==> src/rtl/bba_pkg.sv <==
// ----------------------------------------------------------------------------
// bba_pkg
// Shared types, constants and helpers of the buddy block allocator: field
// widths, result codes, the datapath command set and the status bundle.
// ----------------------------------------------------------------------------
package bba_pkg;

	// default geometry
	localparam int MIN_BLOCK_DEF  = 4;
	localparam int LEAF_COUNT_DEF = 256;

	// field widths
	localparam int SIZE_W   = 11;
	localparam int OFF_W    = 10;
	localparam int STATUS_W = 2;
	localparam int CFG_W    = 4;

	// reset value of the pool order register
	localparam logic [CFG_W-1:0] POOL_ORDER_RST = 4'd8;

	// result codes
	localparam logic [STATUS_W-1:0] ST_OK    = 2'd0;
	localparam logic [STATUS_W-1:0] ST_NOFIT = 2'd1;
	localparam logic [STATUS_W-1:0] ST_BAD   = 2'd2;

	// request types
	localparam logic REQ_ALLOC = 1'b0;
	localparam logic REQ_FREE  = 1'b1;

	// commands from the controller to the datapath
	typedef enum logic [4:0] {
		CMD_NOP,
		CMD_CLR_STEP,
		CMD_LOAD,
		CMD_PREP,
		CMD_NEXT_ADDR,
		CMD_A_INIT,
		CMD_A_NEXT_ORD,
		CMD_A_TAKE,
		CMD_A_SPLIT,
		CMD_F_ANC_INIT,
		CMD_F_ANC_NEXT,
		CMD_F_DESC_INIT,
		CMD_F_DESC_NEXT_ORD,
		CMD_F_MRG_INIT,
		CMD_F_MRG_STEP,
		CMD_F_SET,
		CMD_RES_ALLOC,
		CMD_RES_NOFIT,
		CMD_RES_BAD
	} cmd_t;

	// status from the datapath to the controller
	typedef struct packed {
		logic req_free;
		logic size_ok;
		logic free_bad;
		logic rd_free;
		logic at_last;
		logic ord_eq_p;
		logic ord_gt_k;
		logic desc_last_ord;
		logic k_zero;
		logic clr_done;
	} dp_stat_t;

	// tree height: largest h with 2^h leaves available
	function automatic int tree_h(input int leaves);
		int h;
		h = 0;
		for (int i = 0; i < 20; i++) begin
			if ((2 << i) <= leaves) begin
				h = i + 1;
			end
		end
		return h;
	endfunction

endpackage

==> src/rtl/bba_ctrl.sv <==
// ----------------------------------------------------------------------------
// bba_ctrl
// Sequencer of the allocator: walks the clearing sweep, the allocate search
// and split, and the free checks and merge, issuing one command a cycle.
// ----------------------------------------------------------------------------
module bba_ctrl (
	input  logic              clk,
	input  logic              arst_n,
	input  logic              start,
	input  logic              cfg_we,
	input  bba_pkg::dp_stat_t stat,
	output bba_pkg::cmd_t     cmd,
	output logic              busy,
	output logic              done
);

	typedef enum logic [3:0] {
		S_CLEAR,
		S_IDLE,
		S_PREP,
		S_DECIDE,
		S_A_RD,
		S_A_CHK,
		S_A_SPLIT,
		S_F_ANC_RD,
		S_F_ANC_CHK,
		S_F_DESC_RD,
		S_F_DESC_CHK,
		S_F_MRG_TEST,
		S_F_MRG_CHK
	} state_t;

	state_t state_q, state_d;
	logic   done_q, done_d;

	// next state and command
	always_comb begin
		state_d = state_q;
		cmd     = bba_pkg::CMD_NOP;
		done_d  = 1'b0;
		case (state_q)
			S_CLEAR: begin
				cmd = bba_pkg::CMD_CLR_STEP;
				if (stat.clr_done) begin
					state_d = S_IDLE;
				end
			end
			S_IDLE: begin
				if (start) begin
					cmd     = bba_pkg::CMD_LOAD;
					state_d = S_PREP;
				end
			end
			S_PREP: begin
				cmd     = bba_pkg::CMD_PREP;
				state_d = S_DECIDE;
			end
			S_DECIDE: begin
				if (!stat.req_free) begin
					if (stat.size_ok) begin
						cmd     = bba_pkg::CMD_A_INIT;
						state_d = S_A_RD;
					end else begin
						cmd     = bba_pkg::CMD_RES_BAD;
						done_d  = 1'b1;
						state_d = S_IDLE;
					end
				end else if (stat.free_bad) begin
					cmd     = bba_pkg::CMD_RES_BAD;
					done_d  = 1'b1;
					state_d = S_IDLE;
				end else begin
					cmd     = bba_pkg::CMD_F_ANC_INIT;
					state_d = S_F_ANC_RD;
				end
			end
			// allocate: scan each order for the lowest free node
			S_A_RD: begin
				state_d = S_A_CHK;
			end
			S_A_CHK: begin
				if (stat.rd_free) begin
					cmd     = bba_pkg::CMD_A_TAKE;
					state_d = S_A_SPLIT;
				end else if (stat.at_last) begin
					if (stat.ord_eq_p) begin
						cmd     = bba_pkg::CMD_RES_NOFIT;
						done_d  = 1'b1;
						state_d = S_IDLE;
					end else begin
						cmd     = bba_pkg::CMD_A_NEXT_ORD;
						state_d = S_A_RD;
					end
				end else begin
					cmd     = bba_pkg::CMD_NEXT_ADDR;
					state_d = S_A_RD;
				end
			end
			S_A_SPLIT: begin
				if (stat.ord_gt_k) begin
					cmd = bba_pkg::CMD_A_SPLIT;
				end else begin
					cmd     = bba_pkg::CMD_RES_ALLOC;
					done_d  = 1'b1;
					state_d = S_IDLE;
				end
			end
			// free: no enclosing block may be free
			S_F_ANC_RD: begin
				state_d = S_F_ANC_CHK;
			end
			S_F_ANC_CHK: begin
				if (stat.rd_free) begin
					cmd     = bba_pkg::CMD_RES_BAD;
					done_d  = 1'b1;
					state_d = S_IDLE;
				end else if (stat.ord_eq_p) begin
					if (stat.k_zero) begin
						cmd     = bba_pkg::CMD_F_MRG_INIT;
						state_d = S_F_MRG_TEST;
					end else begin
						cmd     = bba_pkg::CMD_F_DESC_INIT;
						state_d = S_F_DESC_RD;
					end
				end else begin
					cmd     = bba_pkg::CMD_F_ANC_NEXT;
					state_d = S_F_ANC_RD;
				end
			end
			// free: no block inside may be free
			S_F_DESC_RD: begin
				state_d = S_F_DESC_CHK;
			end
			S_F_DESC_CHK: begin
				if (stat.rd_free) begin
					cmd     = bba_pkg::CMD_RES_BAD;
					done_d  = 1'b1;
					state_d = S_IDLE;
				end else if (stat.at_last) begin
					if (stat.desc_last_ord) begin
						cmd     = bba_pkg::CMD_F_MRG_INIT;
						state_d = S_F_MRG_TEST;
					end else begin
						cmd     = bba_pkg::CMD_F_DESC_NEXT_ORD;
						state_d = S_F_DESC_RD;
					end
				end else begin
					cmd     = bba_pkg::CMD_NEXT_ADDR;
					state_d = S_F_DESC_RD;
				end
			end
			// free: merge with free buddies upward
			S_F_MRG_TEST: begin
				if (stat.ord_eq_p) begin
					cmd     = bba_pkg::CMD_F_SET;
					done_d  = 1'b1;
					state_d = S_IDLE;
				end else begin
					state_d = S_F_MRG_CHK;
				end
			end
			S_F_MRG_CHK: begin
				if (stat.rd_free) begin
					cmd     = bba_pkg::CMD_F_MRG_STEP;
					state_d = S_F_MRG_TEST;
				end else begin
					cmd     = bba_pkg::CMD_F_SET;
					done_d  = 1'b1;
					state_d = S_IDLE;
				end
			end
			default: begin
				state_d = S_CLEAR;
			end
		endcase
		// a register write restarts the clearing sweep
		if (cfg_we) begin
			state_d = S_CLEAR;
		end
	end

	// state and strobe
	always_ff @(posedge clk or negedge arst_n) begin
		if (!arst_n) begin
			state_q <= S_CLEAR;
			done_q  <= 1'b0;
		end else begin
			state_q <= state_d;
			done_q  <= done_d;
		end
	end

	assign busy = (state_q != S_IDLE);
	assign done = done_q;

endmodule

==> src/rtl/bba_dpath.sv <==
// ----------------------------------------------------------------------------
// bba_dpath
// Datapath of the allocator: the free map memory (one bit per tree node,
// heap order), request registers, order and address counters, result regs.
// ----------------------------------------------------------------------------
module bba_dpath #(
	parameter int MIN_BLOCK  = bba_pkg::MIN_BLOCK_DEF,
	parameter int LEAF_COUNT = bba_pkg::LEAF_COUNT_DEF
) (
	input  logic                          clk,
	input  logic                          arst_n,
	input  bba_pkg::cmd_t                 cmd,
	input  logic                          cfg_we,
	input  logic [bba_pkg::CFG_W-1:0]     cfg_wdata,
	input  logic                          req_type,
	input  logic [bba_pkg::SIZE_W-1:0]    req_size,
	input  logic [bba_pkg::OFF_W-1:0]     block_offset,
	output bba_pkg::dp_stat_t             stat,
	output logic [bba_pkg::STATUS_W-1:0]  status,
	output logic [bba_pkg::OFF_W-1:0]     granted_offset,
	output logic [bba_pkg::SIZE_W-1:0]    granted_size
);

	localparam int H     = bba_pkg::tree_h(LEAF_COUNT);
	localparam int OW    = $clog2(H + 2);
	localparam int NW    = H + 1;
	localparam int PW    = H;
	localparam int MEM_D = (2 ** (H + 1)) - 1;
	// reciprocal of the minimum block for offset to leaf conversion
	localparam int RS    = bba_pkg::OFF_W + $clog2(MIN_BLOCK) + 1;
	localparam longint RECIP = ((64'd1 << RS) + MIN_BLOCK - 1) / MIN_BLOCK;

	logic mem [MEM_D];

	logic [bba_pkg::CFG_W-1:0]  pool_order_q;
	logic [NW-1:0]              clr_ptr_q;
	logic                       type_q;
	logic [bba_pkg::SIZE_W-1:0] size_q;
	logic [bba_pkg::OFF_W-1:0]  off_q;
	logic [bba_pkg::OFF_W-1:0]  qf_q;
	logic [OW-1:0]              k_q;
	logic [OW-1:0]              ord_q;
	logic [NW-1:0]              addr_q;
	logic [NW-1:0]              last_q;
	logic [PW-1:0]              pos_q;
	logic                       rd_q;
	logic [bba_pkg::STATUS_W-1:0] status_q;
	logic [bba_pkg::OFF_W-1:0]  goff_q;
	logic [bba_pkg::SIZE_W-1:0] gsize_q;

	logic [OW-1:0]  p;
	logic [OW-1:0]  k_c;
	logic           k_ok;
	logic           size_ok;
	logic [31:0]    prod;
	logic [31:0]    back;
	logic [31:0]    qmask;
	logic [31:0]    qend;
	logic           free_bad;
	logic [OW-1:0]  ord_inc;
	logic [NW-1:0]  desc_addr;
	logic           mem_we;
	logic [NW-1:0]  mem_wa;
	logic           mem_wd;

	// first node of order m in heap order
	function automatic logic [NW-1:0] base_of(input logic [OW-1:0] m);
		return (NW'(1) << (OW'(H) - m)) - NW'(1);
	endfunction

	// effective pool order, saturated at the tree height
	assign p = (pool_order_q > bba_pkg::CFG_W'(H)) ? OW'(H) : OW'(pool_order_q);

	// size to order: smallest order whose block holds the size
	always_comb begin
		k_c  = '0;
		k_ok = 1'b0;
		for (int j = H; j >= 0; j--) begin
			if ((OW'(j) <= p) && ((32'(MIN_BLOCK) << j) >= 32'(size_q))) begin
				k_c  = OW'(j);
				k_ok = 1'b1;
			end
		end
	end
	assign size_ok = k_ok && (size_q != '0);

	// free request checks: alignment and extent
	assign prod  = 32'(off_q) * 32'(RECIP);
	assign back  = 32'(qf_q) * 32'(MIN_BLOCK);
	assign qmask = (32'd1 << k_q) - 32'd1;
	assign qend  = 32'(qf_q) + (32'd1 << k_q);
	assign free_bad = !size_ok || (back != 32'(off_q)) || ((32'(qf_q) & qmask) != '0)
		|| (qend > (32'd1 << p));

	assign ord_inc   = ord_q + OW'(1);
	assign desc_addr = base_of(OW'(0)) + NW'(pos_q);

	// status to the controller
	assign stat.req_free      = (type_q == bba_pkg::REQ_FREE);
	assign stat.size_ok       = size_ok;
	assign stat.free_bad      = free_bad;
	assign stat.rd_free       = rd_q;
	assign stat.at_last       = (addr_q == last_q);
	assign stat.ord_eq_p      = (ord_q == p);
	assign stat.ord_gt_k      = (ord_q > k_q);
	assign stat.desc_last_ord = (ord_inc == k_q);
	assign stat.k_zero        = (k_q == '0);
	assign stat.clr_done      = (clr_ptr_q == NW'(MEM_D - 1));

	// free map write port
	always_comb begin
		mem_we = 1'b0;
		mem_wa = addr_q;
		mem_wd = 1'b0;
		case (cmd)
			bba_pkg::CMD_CLR_STEP: begin
				mem_we = 1'b1;
				mem_wa = clr_ptr_q;
				mem_wd = (clr_ptr_q == base_of(p));
			end
			bba_pkg::CMD_A_TAKE: begin
				mem_we = 1'b1;
			end
			bba_pkg::CMD_A_SPLIT: begin
				mem_we = 1'b1;
				mem_wa = base_of(ord_q - OW'(1)) + NW'(pos_q >> (ord_q - OW'(1)))
					+ NW'(1);
				mem_wd = 1'b1;
			end
			bba_pkg::CMD_F_MRG_STEP: begin
				mem_we = 1'b1;
			end
			bba_pkg::CMD_F_SET: begin
				mem_we = 1'b1;
				mem_wa = base_of(ord_q) + NW'(pos_q >> ord_q);
				mem_wd = 1'b1;
			end
			default: begin
				mem_we = 1'b0;
			end
		endcase
	end

	always_ff @(posedge clk) begin
		if (mem_we) begin
			mem[mem_wa] <= mem_wd;
		end
	end

	// registered read of the current node
	always_ff @(posedge clk) begin
		rd_q <= mem[addr_q];
	end

	// configuration and sweep pointer
	always_ff @(posedge clk or negedge arst_n) begin
		if (!arst_n) begin
			pool_order_q <= bba_pkg::POOL_ORDER_RST;
			clr_ptr_q    <= '0;
		end else if (cfg_we) begin
			pool_order_q <= cfg_wdata;
			clr_ptr_q    <= '0;
		end else if (cmd == bba_pkg::CMD_CLR_STEP) begin
			clr_ptr_q <= clr_ptr_q + NW'(1);
		end
	end

	// request, walk and result registers
	always_ff @(posedge clk) begin
		case (cmd)
			bba_pkg::CMD_LOAD: begin
				type_q <= req_type;
				size_q <= req_size;
				off_q  <= block_offset;
			end
			bba_pkg::CMD_PREP: begin
				k_q  <= k_c;
				qf_q <= bba_pkg::OFF_W'(prod >> RS);
			end
			bba_pkg::CMD_NEXT_ADDR: begin
				addr_q <= addr_q + NW'(1);
			end
			bba_pkg::CMD_A_INIT: begin
				ord_q  <= k_q;
				addr_q <= base_of(k_q);
				last_q <= base_of(k_q) + (NW'(1) << (p - k_q)) - NW'(1);
			end
			bba_pkg::CMD_A_NEXT_ORD: begin
				ord_q  <= ord_inc;
				addr_q <= base_of(ord_inc);
				last_q <= base_of(ord_inc) + (NW'(1) << (p - ord_inc)) - NW'(1);
			end
			bba_pkg::CMD_A_TAKE: begin
				pos_q <= PW'((addr_q - base_of(ord_q)) << ord_q);
			end
			bba_pkg::CMD_A_SPLIT: begin
				ord_q <= ord_q - OW'(1);
			end
			bba_pkg::CMD_F_ANC_INIT: begin
				pos_q  <= PW'(qf_q);
				ord_q  <= k_q;
				addr_q <= base_of(k_q) + NW'(PW'(qf_q) >> k_q);
			end
			bba_pkg::CMD_F_ANC_NEXT: begin
				ord_q  <= ord_inc;
				addr_q <= base_of(ord_inc) + NW'(pos_q >> ord_inc);
			end
			bba_pkg::CMD_F_DESC_INIT: begin
				ord_q  <= '0;
				addr_q <= desc_addr;
				last_q <= desc_addr + (NW'(1) << k_q) - NW'(1);
			end
			bba_pkg::CMD_F_DESC_NEXT_ORD: begin
				ord_q  <= ord_inc;
				addr_q <= base_of(ord_inc) + NW'(pos_q >> ord_inc);
				last_q <= base_of(ord_inc) + NW'(pos_q >> ord_inc)
					+ (NW'(1) << (k_q - ord_inc)) - NW'(1);
			end
			bba_pkg::CMD_F_MRG_INIT: begin
				ord_q  <= k_q;
				addr_q <= base_of(k_q) + NW'((pos_q >> k_q) ^ PW'(1));
			end
			bba_pkg::CMD_F_MRG_STEP: begin
				pos_q  <= pos_q & ~(PW'(1) << ord_q);
				ord_q  <= ord_inc;
				addr_q <= base_of(ord_inc) + NW'((pos_q >> ord_inc) ^ PW'(1));
			end
			bba_pkg::CMD_F_SET: begin
				status_q <= bba_pkg::ST_OK;
				goff_q   <= '0;
				gsize_q  <= '0;
			end
			bba_pkg::CMD_RES_ALLOC: begin
				status_q <= bba_pkg::ST_OK;
				goff_q   <= bba_pkg::OFF_W'(32'(pos_q) * 32'(MIN_BLOCK));
				gsize_q  <= bba_pkg::SIZE_W'(32'(MIN_BLOCK) << k_q);
			end
			bba_pkg::CMD_RES_NOFIT: begin
				status_q <= bba_pkg::ST_NOFIT;
				goff_q   <= '0;
				gsize_q  <= '0;
			end
			bba_pkg::CMD_RES_BAD: begin
				status_q <= bba_pkg::ST_BAD;
				goff_q   <= '0;
				gsize_q  <= '0;
			end
			default: begin
				addr_q <= addr_q;
			end
		endcase
	end

	assign status         = status_q;
	assign granted_offset = goff_q;
	assign granted_size   = gsize_q;

endmodule

==> src/rtl/buddy_block_allocator.sv <==
// ----------------------------------------------------------------------------
// buddy_block_allocator
// Buddy allocator over a power-of-two pool of minimum-size blocks.
// ----------------------------------------------------------------------------
// Usage: raise start with req_type, req_size and block_offset while busy is
// low; the item is taken at that edge and busy rises. One result comes back
// per item: done is high for exactly one cycle with status, granted_offset
// and granted_size; the receiver cannot hold it off, and busy is low again
// in that cycle so the next item may be started at once.
// Sequence: each item passes the set-up steps (load, prepare, decide),
// then reads free-map nodes one at a time through the single registered
// read port of the free-map memory, each read followed by a check. An
// allocate reads nodes from the fitting order upward until a free one turns
// up, then splits it down to the fitting order; a free reads every enclosing
// node and every node inside the block, then merges with free buddies upward.
// Reset and a write of pool_order (cfg_we with cfg_wdata) start a clearing
// sweep over all 2^(H+1)-1 nodes (511 with 256 leaves) that leaves only the
// whole pool free; busy stays high during the sweep.
// ----------------------------------------------------------------------------
module buddy_block_allocator #(
	parameter int MIN_BLOCK  = bba_pkg::MIN_BLOCK_DEF,
	parameter int LEAF_COUNT = bba_pkg::LEAF_COUNT_DEF
) (
	input  logic                         clk,
	input  logic                         arst_n,
	input  logic                         start,
	output logic                         busy,
	input  logic                         req_type,
	input  logic [bba_pkg::SIZE_W-1:0]   req_size,
	input  logic [bba_pkg::OFF_W-1:0]    block_offset,
	input  logic                         cfg_we,
	input  logic [bba_pkg::CFG_W-1:0]    cfg_wdata,
	output logic                         done,
	output logic [bba_pkg::STATUS_W-1:0] status,
	output logic [bba_pkg::OFF_W-1:0]    granted_offset,
	output logic [bba_pkg::SIZE_W-1:0]   granted_size
);

	bba_pkg::cmd_t     cmd;
	bba_pkg::dp_stat_t stat;

	// sequencer
	bba_ctrl u_ctrl (
		.clk    (clk),
		.arst_n (arst_n),
		.start  (start),
		.cfg_we (cfg_we),
		.stat   (stat),
		.cmd    (cmd),
		.busy   (busy),
		.done   (done)
	);

	// free map and arithmetic
	bba_dpath #(
		.MIN_BLOCK  (MIN_BLOCK),
		.LEAF_COUNT (LEAF_COUNT)
	) u_dpath (
		.clk            (clk),
		.arst_n         (arst_n),
		.cmd            (cmd),
		.cfg_we         (cfg_we),
		.cfg_wdata      (cfg_wdata),
		.req_type       (req_type),
		.req_size       (req_size),
		.block_offset   (block_offset),
		.stat           (stat),
		.status         (status),
		.granted_offset (granted_offset),
		.granted_size   (granted_size)
	);

endmodule
==> config.mk <==
export PLATFORM = sky130hd
export DESIGN_NAME = buddy_block_allocator
export DESIGN_NICKNAME = d
export VERILOG_FILES = /design/src/rtl/bba_pkg.sv /design/src/rtl/bba_ctrl.sv /design/src/rtl/bba_dpath.sv /design/src/rtl/buddy_block_allocator.sv
export SDC_FILE = /design/constraint.sdc
export NUM_CORES = 1
export LEC_CHECK = 0
export ABC_CLOCK_PERIOD_IN_PS = 11510
export BUFFER_PORTS_ARGS = -buffer_cell sky130_fd_sc_hd__buf_2
export CORE_MARGIN = 2
export CORE_UTILIZATION = 55
export CTS_CLUSTER_DIAMETER = 50
export CTS_CLUSTER_SIZE = 14
export DETAILED_ROUTE_END_ITERATION = 10
export MAX_ROUTING_LAYER = met4
export PLACE_DENSITY = 0.74
export SYNTH_ARGS = -nofsm -noshare
export SYNTH_HDL_FRONTEND = slang
export SYNTH_SLANG_ARGS = --single-unit
==> constraint.sdc <==
create_clock -name clk -period 11.51 [get_ports clk]
set_input_delay 1.151 -clock clk [delete_from_list [all_inputs] [get_ports clk]]
set_output_delay 1.151 -clock clk [all_outputs]
set_load 0.02 [all_outputs]
==> results.sh <==
export IMPL_drive_gt1_frac=0.142
export IMPL_crit_reg2reg_capture="u_dpath.mem[495]$_DFFE_PP_"
export IMPL_numCtsBuffers=68
export IMPL_worst_setup_path_type="register to register"
export IMPL_die_x_um=262
export IMPL_fin_tns_setup_ps=0
export IMPL_wl_um=96000
export IMPL_clock_root_buffer="sky130_fd_sc_hd__clkbuf_16"
export IMPL_cts_setup_buffers=0
export IMPL_worst_r2r_startpoint="u_dpath.k_q[2]$_SDFFCE_PP0N_"
export IMPL_die_h_um=262
export IMPL_netSwitchingFraction=0.232
export IMPL_critPathLaunchType="register"
export IMPL_io_pin_count=55
export IMPL_drt_vias_per_instance=6.54
export IMPL_max_slew_worst_pin_slew_ps=1270
export IMPL_largest_net_degree_at_the_start_of_global_routing=310
export IMPL_clock_tree_htree_level_count=3
export IMPL_endpoint="u_dpath.mem[495]$_DFFE_PP_"
export IMPL_insertion_delay_ps=640
export IMPL_irDropWorstVdd_mv=0.123
export IMPL_dp_worst_setup_slack_ps=3440
export IMPL_dieArea_mm2=0.0688
export IMPL_synth_seq_area_share=0.499
export IMPL_rows=94
export IMPL_total_power_uw=4800
export IMPL_wire_length_of_the_first_global_routing_pass_um=149000
export IMPL_avgSynthCellArea_um2=11.6
export IMPL_layout_setup_ws_ps=3340
export IMPL_synth_cell_types=97
export IMPL_timing_hold_worst_class="register to register"
export IMPL_io_buffers=50
export IMPL_global_route_usage_total=0.285
export IMPL_worst_hold_startpoint="u_dpath.off_q[8]$_DFFE_PN_"
export IMPL_psw_uw=1110
export IMPL_first_element_of_the_critical_path="u_dpath.k_q[2]$_SDFFCE_PP0N_"
export IMPL_timing_fmax_mhz=122
export IMPL_finalCriticalPeriod_ps=8170
export IMPL_slew_viol_final=0
export IMPL_drv_cap=0
export IMPL_detailed_route_via_count=26140
export IMPL_tritoncts="done"
export IMPL_critical_path_maximum_fanout=63
export IMPL_post_cts_resize_count=0
export IMPL_synthMostInstantiatedCell="sky130_fd_sc_hd__edfxtp_1"
export IMPL_synth_edf_count=594
export IMPL_p_int_uw=3680
export IMPL_postSynth_asyncResetShare=0.0294
export IMPL_layout_worst_path_cycle_share=0.710
export IMPL_clkSlewWorstSetupHoldPaths_ps=60
export IMPL_numClockSinks=613
export IMPL_drc_errors=0
export IMPL_dr_pass1_iters=6
export IMPL_cp_data_required_time_ps=11830
export IMPL_place_congestion=0.978
export IMPL_synth_flop_cell="sky130_fd_sc_hd__edfxtp_1"
export IMPL_synth_register_bits=613
export IMPL_utilization=0.602
export IMPL_rsz_0062_raised_after_global_routing="no"
export IMPL_smallest_hold_slack_ps=473
export IMPL_first_global_vias=25724
export IMPL_comb_power_share=0.043
export IMPL_postCtsHoldBufs=0
export IMPL_fill_cells=5265
export IMPL_wire_per_inst_um=24.0
export IMPL_result_of_the_run="completed"
export IMPL_pwr_share_seq=0.510
export IMPL_finalHoldViolations=0
export IMPL_synth_common_cells="sky130_fd_sc_hd__edfxtp_1 (594), sky130_fd_sc_hd__nor3_1 (412), sky130_fd_sc_hd__nor2_1 (284)"
export IMPL_post_synthesis_cells=3158
export IMPL_nets=3296
export IMPL_worstPathArrival_ps=8500
export IMPL_maximum_root_to_sink_buffer_count=3
export IMPL_r2r_setup_slk_ps=3340
export IMPL_max_slew_margin=0.151
export IMPL_slowest_stage="sky130_fd_sc_hd__nand4bb_4"
export IMPL_synth_top_cells_by_area="sky130_fd_sc_hd__edfxtp_1 (49%), sky130_fd_sc_hd__mux4_2 (11%), sky130_fd_sc_hd__nor3_1 (5.6%)"
export IMPL_grt_ovfl_total=0
export IMPL_yosysTopAreaCell="sky130_fd_sc_hd__edfxtp_1"
export IMPL_first_iter_violations=2750
export IMPL_synth_warnings=0
export IMPL_slowest_delay_ps=950
export IMPL_setup_viol=0
export IMPL_ant_nets=0
export IMPL_r2r_worst_path_cells=29
export IMPL_grt_antenna_before_repair=0
export IMPL_hpwl_um=63200
export IMPL_leakage_power_total_uw=0.0137
export IMPL_floorplan_core_area_mm2=0.0659
export IMPL_synth_top_area_share=0.486
export IMPL_syn_area_mm2=0.0367
export IMPL_layout_area_overhead_vs_synth_pct=8.04
export IMPL_crit_path_end_kind="register"
export IMPL_cellPowerDensity_mw_per_mm2=121
export IMPL_share_clk_of_total_power=0.446
export IMPL_max_clock_skew_ps=45.5
export IMPL_initial_utilization=0.557
## per-layer routing
metal  global-route usage  vias up  wire length [µm]
met5                    -        -                 0
met4                0.121        0              4150
met3               0.0356      236              6860
met2                0.464     1209             47200
met1                0.361    12979             37700
li1                     -    11716                 -
## kinds of logic (layout without fill, tap and decap cells)
logic type      after synthesis  after routing  share of synthesized area
mux                         227            227                      0.125
other cells                   2             11                   0.000205
buf+inv                     381            348                     0.0425
fa+ha+maj                   178            178                     0.0634
simple gates               1184           1184                      0.156
flops                       613            613                      0.499
compound gates              420            420                     0.0762
xor+xnor                    153            153                     0.0369
## flip-flops by register name, indices dropped and copies added (netlist names), 2 cells and up
name,flops
u_ctrl.state_q,4
u_dpath.addr_q,9
u_dpath.clr_ptr_q,9
u_dpath.granted_offset,8
u_dpath.granted_size,9
u_dpath.k_q,4
u_dpath.last_q,9
u_dpath.mem,511
u_dpath.off_q,10
u_dpath.ord_q,4
u_dpath.pool_order_q,4
u_dpath.pos_q,8
u_dpath.qf_q,8
u_dpath.size_q,11
u_dpath.status,2
## layout by cell type, fill, tap and decap left out, types with 30 or more instances in the layout
cell type	n
sky130_fd_sc_hd__edfxtp_1	594
sky130_fd_sc_hd__nor3_1	412
sky130_fd_sc_hd__nor2_1	284
sky130_fd_sc_hd__nand2_1	232
sky130_fd_sc_hd__mux4_2	184
sky130_fd_sc_hd__ha_1	162
sky130_fd_sc_hd__inv_1	141
sky130_fd_sc_hd__a21oi_1	95
sky130_fd_sc_hd__o21ai_0	91
sky130_fd_sc_hd__xnor2_1	89
sky130_fd_sc_hd__clkbuf_16	68
sky130_fd_sc_hd__xor2_1	63
sky130_fd_sc_hd__buf_2	50
sky130_fd_sc_hd__nand3_1	37
sky130_fd_sc_hd__a21o_1	32
sky130_fd_sc_hd__buf_4	32
sky130_fd_sc_hd__mux2i_1	30
## power by group through the flow
stage	combinational (µW)	clock [µW]	sequential [µW]
2_1_floorplan	154	0	2500
3_3_place_gp	195	0	2500
3_5_place_dp	202	0	2500
4_1_cts	203	2160	2450
5_1_grt	225	2240	2450
6_report	207	2140	2450
## final cells by class
cell class	count	area, µm²	share of cell area
flip-flops and latches	613	18300	0.462
multi-input cells	2172	16900	0.427
clock buffers	72	1720	0.0433
repair buffers	87	591	0.0149
inverters	148	556	0.0140
clock inverters	41	472	0.0119
diodes	1	2.50	0.0000631
well taps	864	1080	0.0273
## how the worst min path moves through the flow
| stage | endpoint | slack (ps) | depth (start not counted) |
|---|---|---|---|
| final | u_dpath.qf_q[6]$_DFFE_PN_ | 470 | 0 |
| after global routing | u_dpath.qf_q[3]$_DFFE_PN_ | 490 | 0 |
| after CTS | u_ctrl.done$_DFF_PN0_ | 460 | 1 |
| after detailed placement | u_dpath.qf_q[6]$_DFFE_PN_ | 460 | 0 |
| after global placement | u_dpath.qf_q[3]$_DFFE_PN_ | 460 | 0 |
| after floorplan | u_dpath.qf_q[1]$_DFFE_PN_ | 450 | 0 |
## stage by stage
step	std cells	area, µm²
2_1_floorplan	3166	36700
5_1_grt	3997	39600
3_5_place_dp	3884	37400
6_report	3998	39600
3_3_place_gp	3884	37400
4_1_cts	3997	39600
## worst max-delay path, delay by kind of cell, from the launching register on
kind | cells | cell delay, ps
DFF | 1 | 320
and+or+nand+nor | 11 | 3110
xor gates and xnor gates | 1 | 160
buffers and inverters | 5 | 1280
adders and majority gates | 5 | 1770
AOI/OAI and AO/OA | 7 | 1240
No activity file was read; power rests on OpenSTA's default activity.
